<file path="src/rtl/mkd_pkg.sv">
// ----------------------------------------------------------------------------
// mkd_pkg
// Shared sizes, register map and payload layouts for the multi-key debouncer.
// ----------------------------------------------------------------------------
package mkd_pkg;

  // Number of debounced keys. Keys beyond the field width see a pressed pin,
  // cannot be taken and are not reported.
  localparam int NUM_KEYS = 4;

  // Width of the per-key mask fields on the stream ports.
  localparam int FIELD_W  = 4;
  localparam int TIME_W   = 32;
  localparam int DBT_W    = 16;

  // Stream payload widths (packed fields; tdata padded to whole bytes).
  localparam int S_DATA_W = 48;
  localparam int S_USER_W = 1;
  localparam int M_DATA_W = 16;

  // Configuration port.
  localparam int PADDR_W  = 3;
  localparam int PDATA_W  = 32;
  localparam logic [PADDR_W-1:0] REG_DEBOUNCE_TIME = 3'd0;
  localparam logic [DBT_W-1:0]   DEBOUNCE_RESET    = 16'd20;

  // Input beat, as held in the input register.
  typedef struct packed {
    logic                sample_valid;
    logic [FIELD_W-1:0]  raw_levels;
    logic [TIME_W-1:0]   now_time;
    logic [FIELD_W-1:0]  take_press_mask;
    logic [FIELD_W-1:0]  take_release_mask;
  } mkd_in_t;

  // Result beat, as held in the result register.
  typedef struct packed {
    logic [FIELD_W-1:0] release_flags;
    logic [FIELD_W-1:0] press_flags;
    logic [FIELD_W-1:0] stable_mask;
  } mkd_out_t;

endpackage

</file>
<file path="src/rtl/multi_key_debouncer_events_core.sv">
// ----------------------------------------------------------------------------
// multi_key_debouncer_events_core
// Debounces active-low keys against a wrapping millisecond time stamp and
// keeps sticky press and release events until they are taken.
// ----------------------------------------------------------------------------
//
//  Channel   Direction  Handshake              Payload
//  s_*       in         s_tvalid / s_tready    s_tdata: raw_levels, now_time,
//                                              take_press_mask,
//                                              take_release_mask; s_tuser:
//                                              sample_valid
//  m_*       out        m_tvalid / m_tready    m_tdata: stable_mask,
//                                              press_flags, release_flags
//  APB       in         psel/penable/pready    debounce_time at address 0
//
//  Every beat passes from the input register through the per-key
//  update into the result register. A new beat is accepted every
//  cycle while m_tready is high; the rate is set by the single
//  32-bit subtract and compare that each key performs per beat.
//  A stalled m_tready holds the result register, and the input register
//  then fills and drops s_tready until the result is taken.
//  The synchronous reset releases all keys, zeroes the time stamps, clears
//  every event flag and loads the debounce time of 20 ms.
//
module multi_key_debouncer_events_core
  import mkd_pkg::*;
(
  input  logic                clk,
  input  logic                rst,

  // Input stream.
  input  logic                s_tvalid,
  output logic                s_tready,
  // [3:0] raw_levels, [35:4] now_time, [39:36] take_press_mask,
  // [43:40] take_release_mask, [47:44] zero.
  input  logic [S_DATA_W-1:0] s_tdata,
  // [0] sample_valid.
  input  logic [S_USER_W-1:0] s_tuser,

  // Result stream.
  output logic                m_tvalid,
  input  logic                m_tready,
  // [3:0] stable_mask, [7:4] press_flags, [11:8] release_flags,
  // [15:12] zero.
  output logic [M_DATA_W-1:0] m_tdata,

  // Configuration port.
  input  logic                psel,
  input  logic                penable,
  input  logic                pwrite,
  input  logic [PADDR_W-1:0]  paddr,
  input  logic [PDATA_W-1:0]  pwdata,
  output logic [PDATA_W-1:0]  prdata,
  output logic                pready
);

  // --------------------------------------------------------------------------
  // Configuration register. Writes land at the access phase; any address
  // other than the debounce time register is ignored and reads as zero.
  // --------------------------------------------------------------------------
  logic [DBT_W-1:0] debounce_time;

  assign pready = 1'b1;

  always_ff @(posedge clk) begin
    if (rst) begin
      debounce_time <= DEBOUNCE_RESET;
    end else if (psel && penable && pwrite && pready &&
                 paddr == REG_DEBOUNCE_TIME) begin
      debounce_time <= pwdata[DBT_W-1:0];
    end
  end

  always_comb begin
    if (paddr == REG_DEBOUNCE_TIME) begin
      prdata = {{(PDATA_W-DBT_W){1'b0}}, debounce_time};
    end else begin
      prdata = '0;
    end
  end

  // --------------------------------------------------------------------------
  // Handshake. The input register moves into the result register whenever
  // the result register is empty or is being drained in the same cycle.
  // --------------------------------------------------------------------------
  logic    in_valid;
  mkd_in_t in_reg;
  logic    out_valid;
  mkd_out_t out_reg;
  logic    s_beat;
  logic    advance;

  assign advance  = in_valid && (!out_valid || m_tready);
  assign s_tready = !in_valid || advance;
  assign s_beat   = s_tvalid && s_tready;

  always_ff @(posedge clk) begin
    if (rst) begin
      in_valid <= 1'b0;
    end else if (s_beat) begin
      in_valid <= 1'b1;
    end else if (advance) begin
      in_valid <= 1'b0;
    end
  end

  // Payload needs no reset.
  always_ff @(posedge clk) begin
    if (s_beat) begin
      in_reg.sample_valid      <= s_tuser[0];
      in_reg.raw_levels        <= s_tdata[FIELD_W-1:0];
      in_reg.now_time          <= s_tdata[FIELD_W+TIME_W-1:FIELD_W];
      in_reg.take_press_mask   <= s_tdata[2*FIELD_W+TIME_W-1:FIELD_W+TIME_W];
      in_reg.take_release_mask <= s_tdata[3*FIELD_W+TIME_W-1:2*FIELD_W+TIME_W];
    end
  end

  // --------------------------------------------------------------------------
  // Per-key state.
  // --------------------------------------------------------------------------
  logic [NUM_KEYS-1:0] last_raw, last_raw_next;
  logic [NUM_KEYS-1:0] stable_level, stable_level_next;
  logic [NUM_KEYS-1:0] press_pending, press_pending_next;
  logic [NUM_KEYS-1:0] release_pending, release_pending_next;
  logic [TIME_W-1:0]   change_time      [NUM_KEYS];
  logic [TIME_W-1:0]   change_time_next [NUM_KEYS];

  // Flags after this beat's sample, before its take masks clear them.
  logic [NUM_KEYS-1:0] press_seen;
  logic [NUM_KEYS-1:0] release_seen;

  // Pins are active low. Keys past the field width see a pressed pin and
  // have no take bit.
  logic [NUM_KEYS-1:0] key_pressed;
  logic [NUM_KEYS-1:0] take_press;
  logic [NUM_KEYS-1:0] take_release;

  for (genvar k = 0; k < NUM_KEYS; k++) begin : g_key_in
    if (k < FIELD_W) begin : g_pin
      assign key_pressed[k]  = ~in_reg.raw_levels[k];
      assign take_press[k]   = in_reg.take_press_mask[k];
      assign take_release[k] = in_reg.take_release_mask[k];
    end else begin : g_nopin
      assign key_pressed[k]  = 1'b1;
      assign take_press[k]   = 1'b0;
      assign take_release[k] = 1'b0;
    end
  end

  // A raw change only restarts that key's timer. A steady raw level that
  // disagrees with the stable level takes over once the elapsed time,
  // computed modulo 2^32, reaches the debounce time.
  always_comb begin
    logic [TIME_W-1:0] elapsed;
    last_raw_next     = last_raw;
    stable_level_next = stable_level;
    press_seen        = press_pending;
    release_seen      = release_pending;
    elapsed           = '0;
    for (int k = 0; k < NUM_KEYS; k++) begin
      change_time_next[k] = change_time[k];
      elapsed = in_reg.now_time - change_time[k];
      if (in_reg.sample_valid) begin
        if (key_pressed[k] != last_raw[k]) begin
          last_raw_next[k]    = key_pressed[k];
          change_time_next[k] = in_reg.now_time;
        end else if (key_pressed[k] != stable_level[k] &&
                     elapsed >= {{(TIME_W-DBT_W){1'b0}}, debounce_time}) begin
          stable_level_next[k] = key_pressed[k];
          if (key_pressed[k]) begin
            press_seen[k] = 1'b1;
          end else begin
            release_seen[k] = 1'b1;
          end
        end
      end
    end
    press_pending_next   = press_seen & ~take_press;
    release_pending_next = release_seen & ~take_release;
  end

  always_ff @(posedge clk) begin
    if (rst) begin
      last_raw        <= '0;
      stable_level    <= '0;
      press_pending   <= '0;
      release_pending <= '0;
      for (int k = 0; k < NUM_KEYS; k++) begin
        change_time[k] <= '0;
      end
    end else if (advance) begin
      last_raw        <= last_raw_next;
      stable_level    <= stable_level_next;
      press_pending   <= press_pending_next;
      release_pending <= release_pending_next;
      for (int k = 0; k < NUM_KEYS; k++) begin
        change_time[k] <= change_time_next[k];
      end
    end
  end

  // --------------------------------------------------------------------------
  // Result register. Only the keys that fit the field width are reported.
  // --------------------------------------------------------------------------
  mkd_out_t result;

  for (genvar b = 0; b < FIELD_W; b++) begin : g_report
    if (b < NUM_KEYS) begin : g_key
      assign result.stable_mask[b]   = stable_level_next[b];
      assign result.press_flags[b]   = press_seen[b];
      assign result.release_flags[b] = release_seen[b];
    end else begin : g_nokey
      assign result.stable_mask[b]   = 1'b0;
      assign result.press_flags[b]   = 1'b0;
      assign result.release_flags[b] = 1'b0;
    end
  end

  always_ff @(posedge clk) begin
    if (rst) begin
      out_valid <= 1'b0;
    end else if (advance) begin
      out_valid <= 1'b1;
    end else if (m_tready) begin
      out_valid <= 1'b0;
    end
  end

  always_ff @(posedge clk) begin
    if (advance) begin
      out_reg <= result;
    end
  end

  assign m_tvalid = out_valid;
  assign m_tdata  = {{(M_DATA_W-3*FIELD_W){1'b0}}, out_reg};

  // --------------------------------------------------------------------------
  // Assertions.
  // --------------------------------------------------------------------------
`ifndef SYNTHESIS
  // A beat never moves into a result register that still holds an untaken
  // result.
  a_no_overwrite: assert property (@(posedge clk) disable iff (rst)
    advance |-> (!out_valid || m_tready))
    else $error("result register overwritten while stalled");

  // The stable levels only move on a beat that carries a sample.
  a_stable_needs_sample: assert property (@(posedge clk) disable iff (rst)
    !(advance && in_reg.sample_valid) |=> $stable(stable_level))
    else $error("stable level changed without a sample");

  // A newly raised press flag belongs to a key that is now pressed.
  a_press_matches_level: assert property (@(posedge clk) disable iff (rst)
    ((press_pending & ~$past(press_pending) & ~stable_level) == '0))
    else $error("press event raised for a released key");

  // A newly raised release flag belongs to a key that is now released.
  a_release_matches_level: assert property (@(posedge clk) disable iff (rst)
    ((release_pending & ~$past(release_pending) & stable_level) == '0))
    else $error("release event raised for a pressed key");
`endif

endmodule
</file>
<file path="config.mk">
export PLATFORM = sky130hd
export DESIGN_NAME = multi_key_debouncer_events_core
export DESIGN_NICKNAME = d
export VERILOG_FILES = /design/src/rtl/mkd_pkg.sv /design/src/rtl/multi_key_debouncer_events_core.sv
export SDC_FILE = /design/constraint.sdc
export NUM_CORES = 1
export LEC_CHECK = 0
export BUFFER_PORTS_ARGS = -buffer_cell sky130_fd_sc_hd__buf_2
export CAP_MARGIN = 20
export CORE_MARGIN = 10
export CORE_UTILIZATION = 60
export DETAILED_ROUTE_END_ITERATION = 10
export GPL_TIMING_DRIVEN = 0
export PLACE_DENSITY = 0.8
export SYNTH_ARGS = -nofsm -noshare
export SYNTH_HDL_FRONTEND = slang
export SYNTH_SLANG_ARGS = --single-unit
export TNS_END_PERCENT = 20
</file>
<file path="constraint.sdc">
create_clock -name clk -period 5.3 [get_ports clk]
set_input_delay 1.06 -clock clk [delete_from_list [all_inputs] [get_ports clk]]
set_output_delay 1.06 -clock clk [all_outputs]
set_load 0.02 [all_outputs]
</file>
==> metrics, run 1 <==
number of diodes 0; Post-Syn Area per Cell 9.08 µm²; Chip Height 189 µm; TritonCTS clock tree done; CP startpoint in_reg[9]; Placer Congestion about 0.95; setup TNS 0 ns; clk_lat worst skew 0.53 ns; Final HPWL DP 38.7 mm; final WL approximately 50 mm; Yosys top cell by area edfxtp_1; Final Util between 60% and 70%; max cap viols 0; number of global-route vias before repair between 10k and 15k; Critical Path Sink Type flip-flop; Port Buffer Count 100; # H-tree levels 1; Hold Path Cell Cnt 2; post-synthesis cell area approximately 0.017 mm²; top cells by area, synth edfxtp_1 32%, ha_1 14%, a21oi_1 4.7%; cts hold-fix bufs 0; cell area power density approximately 270 mW/mm²; final worst setup slack 0.0601 ns; r2r startpoint in_reg[9]; RSZ-0062 raised after global routing true; CP max FO 4; Final ANT Viol Nets 0; gr usage total roughly a quarter; Ports about 140; post-synthesis sequential area ratio 36.4%; clk root buf clkbuf_16; Initial DRC Count 1,672; Worst-path clk slew roughly 0.060 ns; Layout area overhead 13.9%; Seq cells post-synth about 220; DRC 0; post-synthesis cell type count just under 90; worst slew pin tran between 0.9 and 1 ns; hold crit path type flip-flop to flip-flop; Post-synth EDFFs around 190; relative slew slack a little over a third; Cell Rows just over 60; Largest register FFs roughly 130; largest net degree at the start of global routing 36; Critical Path Max Stage Delay 0.47 ns; fraction of post-synthesis cell area in the top cell type by area between 30% and 40%; share of cells above drive strength 1 around an eighth; CTS sink cnt ~220; FMAX about 0.19 GHz; final setup skew roughly 0.0097 ns; ys async rst share 0%; CORE AREA approximately 0.028 mm²; Tcrit/Tclk final around 99%; Final min period roughly 5.2 ns; vias per cell 6.26; WL/cell just over 20 µm; worst hold margin 0.456 ns; CP startpoint kind flip-flop; Vias approximately 15k; Leak Pwr approximately 0.0083 µW; Final Hold Viols 0; CP max-delay cell edfxtp_1; crit path cell chain clkinvlp_4 > buf_4 > fa_1 > nor2b_2 > o211ai_1 > a21oi_2 > o21bai_1 > o21bai_1 > xor2_1 > ha_1 > a21o_1 > a22oi_1 > o2111ai_1 > nor4_2 > o2111a_1 > o2111a_1 > o2111ai_1 > a311o_2 > and2_1 > a31o_1; DRT Pass-1 Iters 8; Finish-stage setup viols 0; Nets 2,340; CTS buffer count 24; pre-CTS setup slack -0.788 ns; Slew Viols, Final 0; result of the run finished, final reports clean; worst vdd ir ~0.26 mV; initial antenna violation count 2; WP data arrival between 5 and 6 ns; Hold Crit Start press_pending[2]; Syn. warnings 0; Total Die Area between 0.03 and 0.04 mm²; CP required 5.59 ns; Setup Crit Path Kind flip-flop to flip-flop; first-pass GRT wire length ~77 mm; Initial Util between 60% and 70%; Max clock buf depth 3; main flop type after synthesis edfxtp_1; reg2reg path depth 20; Mapped Cells roughly 1.9k; Die W roughly 190 µm; gr ovfl total 0
[final timing paths]
path / end / slack (ns)
worst max register to register: m_tdata[8] / 0.06
worst max-delay path: m_tdata[8] / 0.06
worst min register to register: press_pending[2] / 0.46
worst min-delay path: press_pending[2] / 0.46
[layout by cell type, fill, tap and decap left out, types with 38 or more instances in the layout]
cell	n
and3_1	73
a21o_1	58
nor2_1	117
inv_1	189
nand2_1	144
clkbuf_1	65
buf_2	106
o21ai_0	78
a21oi_1	159
buf_4	38
edfxtp_1	185
xnor2_1	47
ha_1	187
nand4_1	40
[area by class of cell]
class                   count  area, µm²
clock buffers              27        633
plain buffers              93        443
inverters                 191        721
well taps                 378        473
repair buffers            124        773
flip-flops and latches    219       6240
fillers                  2165       8490
multi-input cells        1404      10100
clock inverters            17        155
[report_power, final]
group	internal, µW	leakage (µW)	switching, µW
sequential	1960	0.00217	66.7
combinational	629	0.00573	968
clock	964	0.000385	707
[layer usage]
| metal | track usage [%] | vias to the layer above | wire, µm |
|---|---|---|---|
| li1 | - | 7280 | - |
| met1 | 34.0 | 7232 | 20700 |
| met2 | 43.3 | 727 | 22800 |
| met3 | 5.40 | 122 | 4490 |
| met4 | 9.52 | 0 | 1650 |
| met5 | 0 | - | 0 |
[what timing repair did]
action,in CTS,in global routing
cloned,0,0
setup endpoints to repair,14,23
setup buffers,6,12
gates resized for setup,15,22
pin swaps,2,14
[per-stage QoR]
step / total power (µW) / cell area (µm²) / std cells
6_report: 5300 / 19500 / 2453
5_1_grt: 5550 / 19500 / 2453
4_1_cts: 5240 / 19200 / 2440
3_5_place_dp: 3560 / 18300 / 2390
3_3_place_gp: 3500 / 18200 / 2385
2_1_floorplan: 3160 / 17200 / 1907
[kinds of logic (layout without fill, tap and decap cells)]
family                     Yosys count  in the layout  share of synthesized area (%)
other                                2             21                         0.0438
DFF                                219            219                           36.4
muxes                               13             13                          0.789
and+or+nand+nor                    554            554                           16.4
xor gates and xnor gates            78             78                           3.99
buffers and inverters              284            452                           6.77
AOI/OAI and AO/OA                  546            546                           21.4
adders and majority gates          192            192                           14.2
[critical path: cells and delay by family (launching register included)]
family	cells	cell delay [ns]
xor+xnor	1	0.16
compound gates	12	2.66
fa+ha+maj	2	0.74
simple gates	3	0.57
flops	1	0.47
buf+inv	2	0.39
[synth_stat cells (7+ instances only)]
cell and number:
or3_1 14, nor2_1 117, o31a_1 10, edfxtp_1 185, o211ai_1 23, dfxtp_1 34
nor3_1 31, o2111ai_1 8, and2_1 25, o21bai_1 20, o21a_1 26, a2111oi_0 7
o21ai_0 83, a21oi_1 161, o31ai_1 15, nor2b_1 15, a31oi_1 21, nand2b_1 21
a21o_1 58, mux2i_1 9, and3_1 73, inv_1 190, clkbuf_1 63, ha_1 188
buf_4 21, xor2_1 31, nand4_1 40, a211oi_1 21, and4_1 7, nor4_1 13
nand3_1 30, xnor2_1 47, nand2_1 144
Note: power is estimated with default switching activity, not from simulation.
==> inputs of run 2 (changes only) <==
Settings changed: SETUP_SLACK_MARGIN set to 0.3.
==> run 2 against run 1 <==
Combinational power up 6%. Design area grew 2.7%. Final cell count rose by 1.6%. Count of clock-buffer cells in the layout is the same. Sequential cell count stayed put. Worst hold slack about the same. Clock power hardly changed. Maximum frequency up 5.1%. Setup slack improved by 0.25 ns. Via count is 1.6% higher. Global-route usage grew 0.31 points. Critical path type unchanged. Largest cell class unchanged.
==> metrics, run 2 (same netlist as run 1, synthesis figures left out) <==
Largest register FFs between 100 and 150; CP required 5.58 ns; RSZ-0062 raised after global routing true; GRT met1 Usage roughly a third; hold crit path type flip-flop to flip-flop; Critical Path Max Stage Delay ~0.52 ns; DRC 0; relative slew slack about 36%; Layout area overhead 16.9%; Nets 2,377; Buf/Inv on CP 0; worst hold margin between 0.4 and 0.5 ns; number of global-route vias before repair 15.1k; Tcrit/Tclk final between 90 and 100%; clk root buf clkbuf_16; Slew Viols, Final 0; largest net degree at the start of global routing 36; cts hold-fix bufs 0; final WL roughly 51 mm; Finish-stage setup viols 0; r2r startpoint in_reg[10]; worst slew pin tran roughly 0.96 ns; Cell Rows 61; Final Util 71.5%; WP data arrival between 5 and 6 ns; Initial Util about three fifths; DRT Pass-1 Iters 8; cell area power density 269 mW/mm²; result of the run finished, final reports clean; initial antenna violation count 1; FMAX approximately 0.2 GHz; Placer Congestion 0.946; Top Family by Delay on Critical Path compound AO/OA/AOI/OAI gates; Leak Pwr 0.00849 µW; Initial DRC Count between 1.5k and 2k; gr ovfl total 0; Worst-path clk slew ~0.060 ns; crit path cell chain ha_1 > o21a_1 > o31a_1 > o311ai_4 > a31oi_4 > xor2_1 > ha_1 > a21o_1 > a21o_1 > a22oi_2 > o2111ai_1 > nor4_2 > o2111a_1 > o2111a_1 > o2111ai_2 > a311o_1 > and2_4 > a31o_1; CP max FO 4; setup TNS 0 ns; CP max-delay cell edfxtp_1; Final Hold Viols 0; CTS sink cnt ~220; Setup Crit Path Kind flip-flop to flip-flop; vias per cell roughly 6.3; CORE AREA roughly 0.028 mm²; final worst setup slack ~0.31 ns; CP startpoint in_reg[10]; TritonCTS clock tree done; Sequential cell area around 0.0062 mm²; met3 Resource Use GR just over 5%; first-pass GRT wire length a little under 80 mm; WL/cell 20.6 µm; Final min period between 4 and 5 ns; gr usage total around 27%; Final HPWL DP between 30 and 40 mm; Fillers ~2.1k; Max clock buf depth 3; share of cells above drive strength 1 15.2%; Critical Path Sink Type flip-flop; pre-CTS setup slack -0.788 ns; Ports 142; Final ANT Viol Nets 0; GR Util met2 between 40% and 50%; final setup skew ~0.011 ns; internal reg-to-reg setup slack approximately 0.31 ns; Hold Crit Start press_pending[2]; footprint of the multi-input gates roughly 0.01 mm²; Chip Height around 190 µm; Worst R2R End m_tdata[8]; Hold Path Cell Cnt 2; # H-tree levels 1; max cap viols 0; Vias about 16k; reg2reg path depth 18; commonest cells after routing, fill and taps aside 188 x inv_1, 185 x edfxtp_1, 182 x ha_1, 152 x a21oi_1, 141 x nand2_1; Total Die Area approximately 0.036 mm²; busiest grt layer met2; CP startpoint kind flip-flop; Port Buffer Count 100; CTS buffer count 24; worst vdd ir between 0.2 and 0.3 mV; Die W between 150 and 200 µm; clk_lat worst skew 0.53 ns; Hold EP press_pending[2]; leading cell type in the layout, fill and taps excluded inv_1
[run 2: per-stage QoR]
stage                     instances  total power, µW  cell area [µm²]
after global placement         2385             3500            18200
after global routing           2490             5650            20000
final                          2492             5400            20000
after CTS                      2462             5280            19500
after detailed placement       2390             3560            18300
after floorplan                1907             3160            17200
[run 2: tightest hold or removal path, delay by kind of cell, from the launching register on]
kind / cells / cell delay, ns
simple gates: 1 / 0.05
compound gates: 1 / 0.05
flops: 1 / 0.31
[run 2: routing by layer]
metal / wire, µm / part of all wire, %
met1: 20900 / 41
met2: 23900 / 47
met3: 4760 / 9.3
met4: 1760 / 3.4
met5: 0 / 0
[run 2: worst max path at each step]
stage / end / slack, ns / cells after the start
after floorplan: change_time[2][0] / 0.68 / 6
after global placement: change_time[3][6] / -1.78 / 7
after detailed placement: m_tdata[7] / -0.79 / 18
after CTS: m_tdata[2] / 0.24 / 20
after global routing: m_tdata[8] / 0.23 / 18
final: m_tdata[8] / 0.31 / 18
[run 2: report_power, final]
group / internal, µW / switching [µW] / leakage, µW
clock: 964 / 707 / 0.000385
sequential: 1960 / 66.1 / 0.00217
combinational: 675 / 1020 / 0.00594
[run 2: final cells by class]
type / instances / share of cell area (%)
diodes: 2 / 0.0250
inverters: 191 / 3.61
clock buffers: 27 / 3.16
flip-flops and latches: 219 / 31.1
clock inverters: 17 / 0.774
well taps: 378 / 2.36
repair buffers: 161 / 5.28
plain buffers: 93 / 2.22
multi-input cells: 1404 / 51.4
[run 2: what timing repair did]
item                                   4_1_cts  5_1_grt
setup endpoints to repair                   21       24
buffers inserted                            28       27
gates cloned                                 0        0
endpoints found under the hold margin        0        0
resized for setup                           38       60
pin swaps                                   18       46
==> inputs of run 3 (changes only) <==
==> constraint.sdc (replaced) <==
create_clock -name clk -period 5.3 [get_ports clk]
set_input_delay 0.265 -clock clk [delete_from_list [all_inputs] [get_ports clk]]
set_output_delay 0.265 -clock clk [all_outputs]
set_load 0.02 [all_outputs]
==> run 3 against run 2 <==
Count of clock-buffer cells in the layout stayed put. Design area up 3.0%. Global-route usage increased by 1.7 points. Combinational power up 2%. Critical endpoint unchanged. Largest power group unchanged.
==> metrics, run 3 (same netlist as run 1, synthesis figures left out) <==
Final Instance Count excl. Fillers 2,553; Critical Path Sink Type flip-flop; RSZ-0062 raised after global routing true; worst vdd ir approximately 0.27 mV; Setup Crit Path Kind flip-flop to flip-flop; TritonCTS clock tree done; Final Util approximately 74%; Die W around 190 µm; reg2reg path depth 18; FMAX between 0.2 and 0.25 GHz; Largest register FFs between 100 and 150; gr usage total between 20% and 30%; Max clock buf depth 3; hold crit path type input pin to flip-flop; # H-tree levels 1; commonest cells after routing, fill and taps aside 188 x inv_1, 185 x edfxtp_1, 183 x ha_1, 151 x a21oi_1, 141 x nand2_1; internal reg-to-reg setup slack ~0.32 ns; Layout area overhead 20.4%; number of global-route vias before repair around 16k; Initial DRC Count approximately 2.1k; Chip Height between 150 and 200 µm; Worst R2R End m_tdata[8]; Total Die Area 0.0357 mm²; Port Buffer Count 100; DRT Pass-1 Iters 6; Tcrit/Tclk final approximately 94%; clk root buf clkbuf_16; Ports about 140; cell area power density 265 mW/mm²; worst slew pin tran 1.01 ns; CP startpoint in_reg[16]; CP required 5.58 ns; largest net degree at the start of global routing 36; leading cell type in the layout, fill and taps excluded inv_1; vias per cell 6.30; Final Hold Viols 0; Fillers approximately 2k; CP startpoint kind flip-flop; WP data arrival between 5 and 6 ns; Final ANT Viol Nets 0; total power ~5500 µW; r2r startpoint in_reg[16]; max cap viols 0; CTS sink cnt about 220; Final min period 4.98 ns; gr ovfl total 0; Slew Viols, Final 0; final WL 53.9 mm; first-pass GRT wire length 82.5 mm; result of the run finished, final reports clean; worst setup path endpoint m_tdata[8]; Leak Pwr just under 0.009 µW; Initial Util between 60% and 70%; Nets between 2k and 2.5k; Placer Congestion 0.946; initial antenna violation count 3; Finish-stage setup viols 0; WL/cell 21.1 µm; relative slew slack about a third; final setup skew around 0.018 ns; share of cells above drive strength 1 about 15%; CORE AREA around 0.028 mm²; CTS buffer count 24; Worst-path clk slew 0.06 ns; Final HPWL DP 38.7 mm; clk_lat worst skew 0.53 ns; placed cells 2,390; DRC 0; CP max FO 6; Cell Rows 61; Vias 16.1k
run 3: worst max-delay path: stages, from the launching register on:
cell and delay [ns]:
edfxtp_1 0.52, ha_1 0.48, nand2_1 0.12, o211ai_1 0.24, nand4_1 0.28, a31oi_4 0.30, xor2_1 0.17, ha_1 0.27
a21o_1 0.19, a21o_1 0.21, a22oi_2 0.20, o2111ai_1 0.15, nor4_2 0.22, o2111a_1 0.24, o2111a_1 0.23, o2111ai_2 0.14
a311o_1 0.39, and2_4 0.20, a31o_1 0.20
run 3: worst min path at each step:
stage	from	end	slack [ns]	depth (start not counted)
2_1_floorplan	s_tdata[6]	in_reg[10]	0.36	0
3_3_place_gp	release_pending[1]	release_pending[1]	0.43	2
3_5_place_dp	press_pending[2]	press_pending[2]	0.44	2
4_1_cts	m_tready	m_tvalid	0.04	4
5_1_grt	m_tready	m_tvalid	0.09	4
6_report	m_tready	m_tvalid	0.06	4
run 3: report_power, final:
part	switching (µW)	total (µW)	leakage, µW	internal [µW]
clock	726	1690	0.000385	965
combinational	1030	1740	0.00619	707
sequential	67.3	2030	0.00217	1960
total	1830	5460	0.00874	3630
run 3: through the flow:
stage	setup WS (ns)	hold slack (ns)	area, µm²	TNS [ns]
finish	0.316	0.0614	20600	0
global route	0.210	0.0927	20600	0
CTS	0.242	0.0357	20200	0
detailed placement	-0.788	0.441	18300	-6.71
global placement	-1.02	0.434	18200	-76.02
floorplan	0.947	0.364	17200	0
run 3: routing by layer:
layer | global-route usage, % | wire [µm]
met1 | 36.1 | 21200
met2 | 47.8 | 25400
met3 | 5.05 | 5390
met4 | 10.1 | 1860
met5 | 0 | 0
run 3: final cells by class:
cell class / instances / area (µm²) / area share [%]
tap: 378 / 473 / 2.29
inverter: 191 / 723 / 3.50
clock inverter: 17 / 155 / 0.752
sequential: 219 / 6240 / 30.2
buffer: 93 / 447 / 2.16
multi-input combinational: 1404 / 10300 / 49.9
antenna: 3 / 7.51 / 0.0364
clock buffer: 27 / 633 / 3.07
timing repair buffer: 221 / 1660 / 8.04
run 3: timing repair:
item | 4_1_cts | 5_1_grt
resized for setup | 38 | 60
endpoints found under the hold margin | 62 | 0
setup endpoints to repair | 21 | 24
hold buffers | 62 | 0
pin swaps | 18 | 51
buffers inserted | 28 | 25
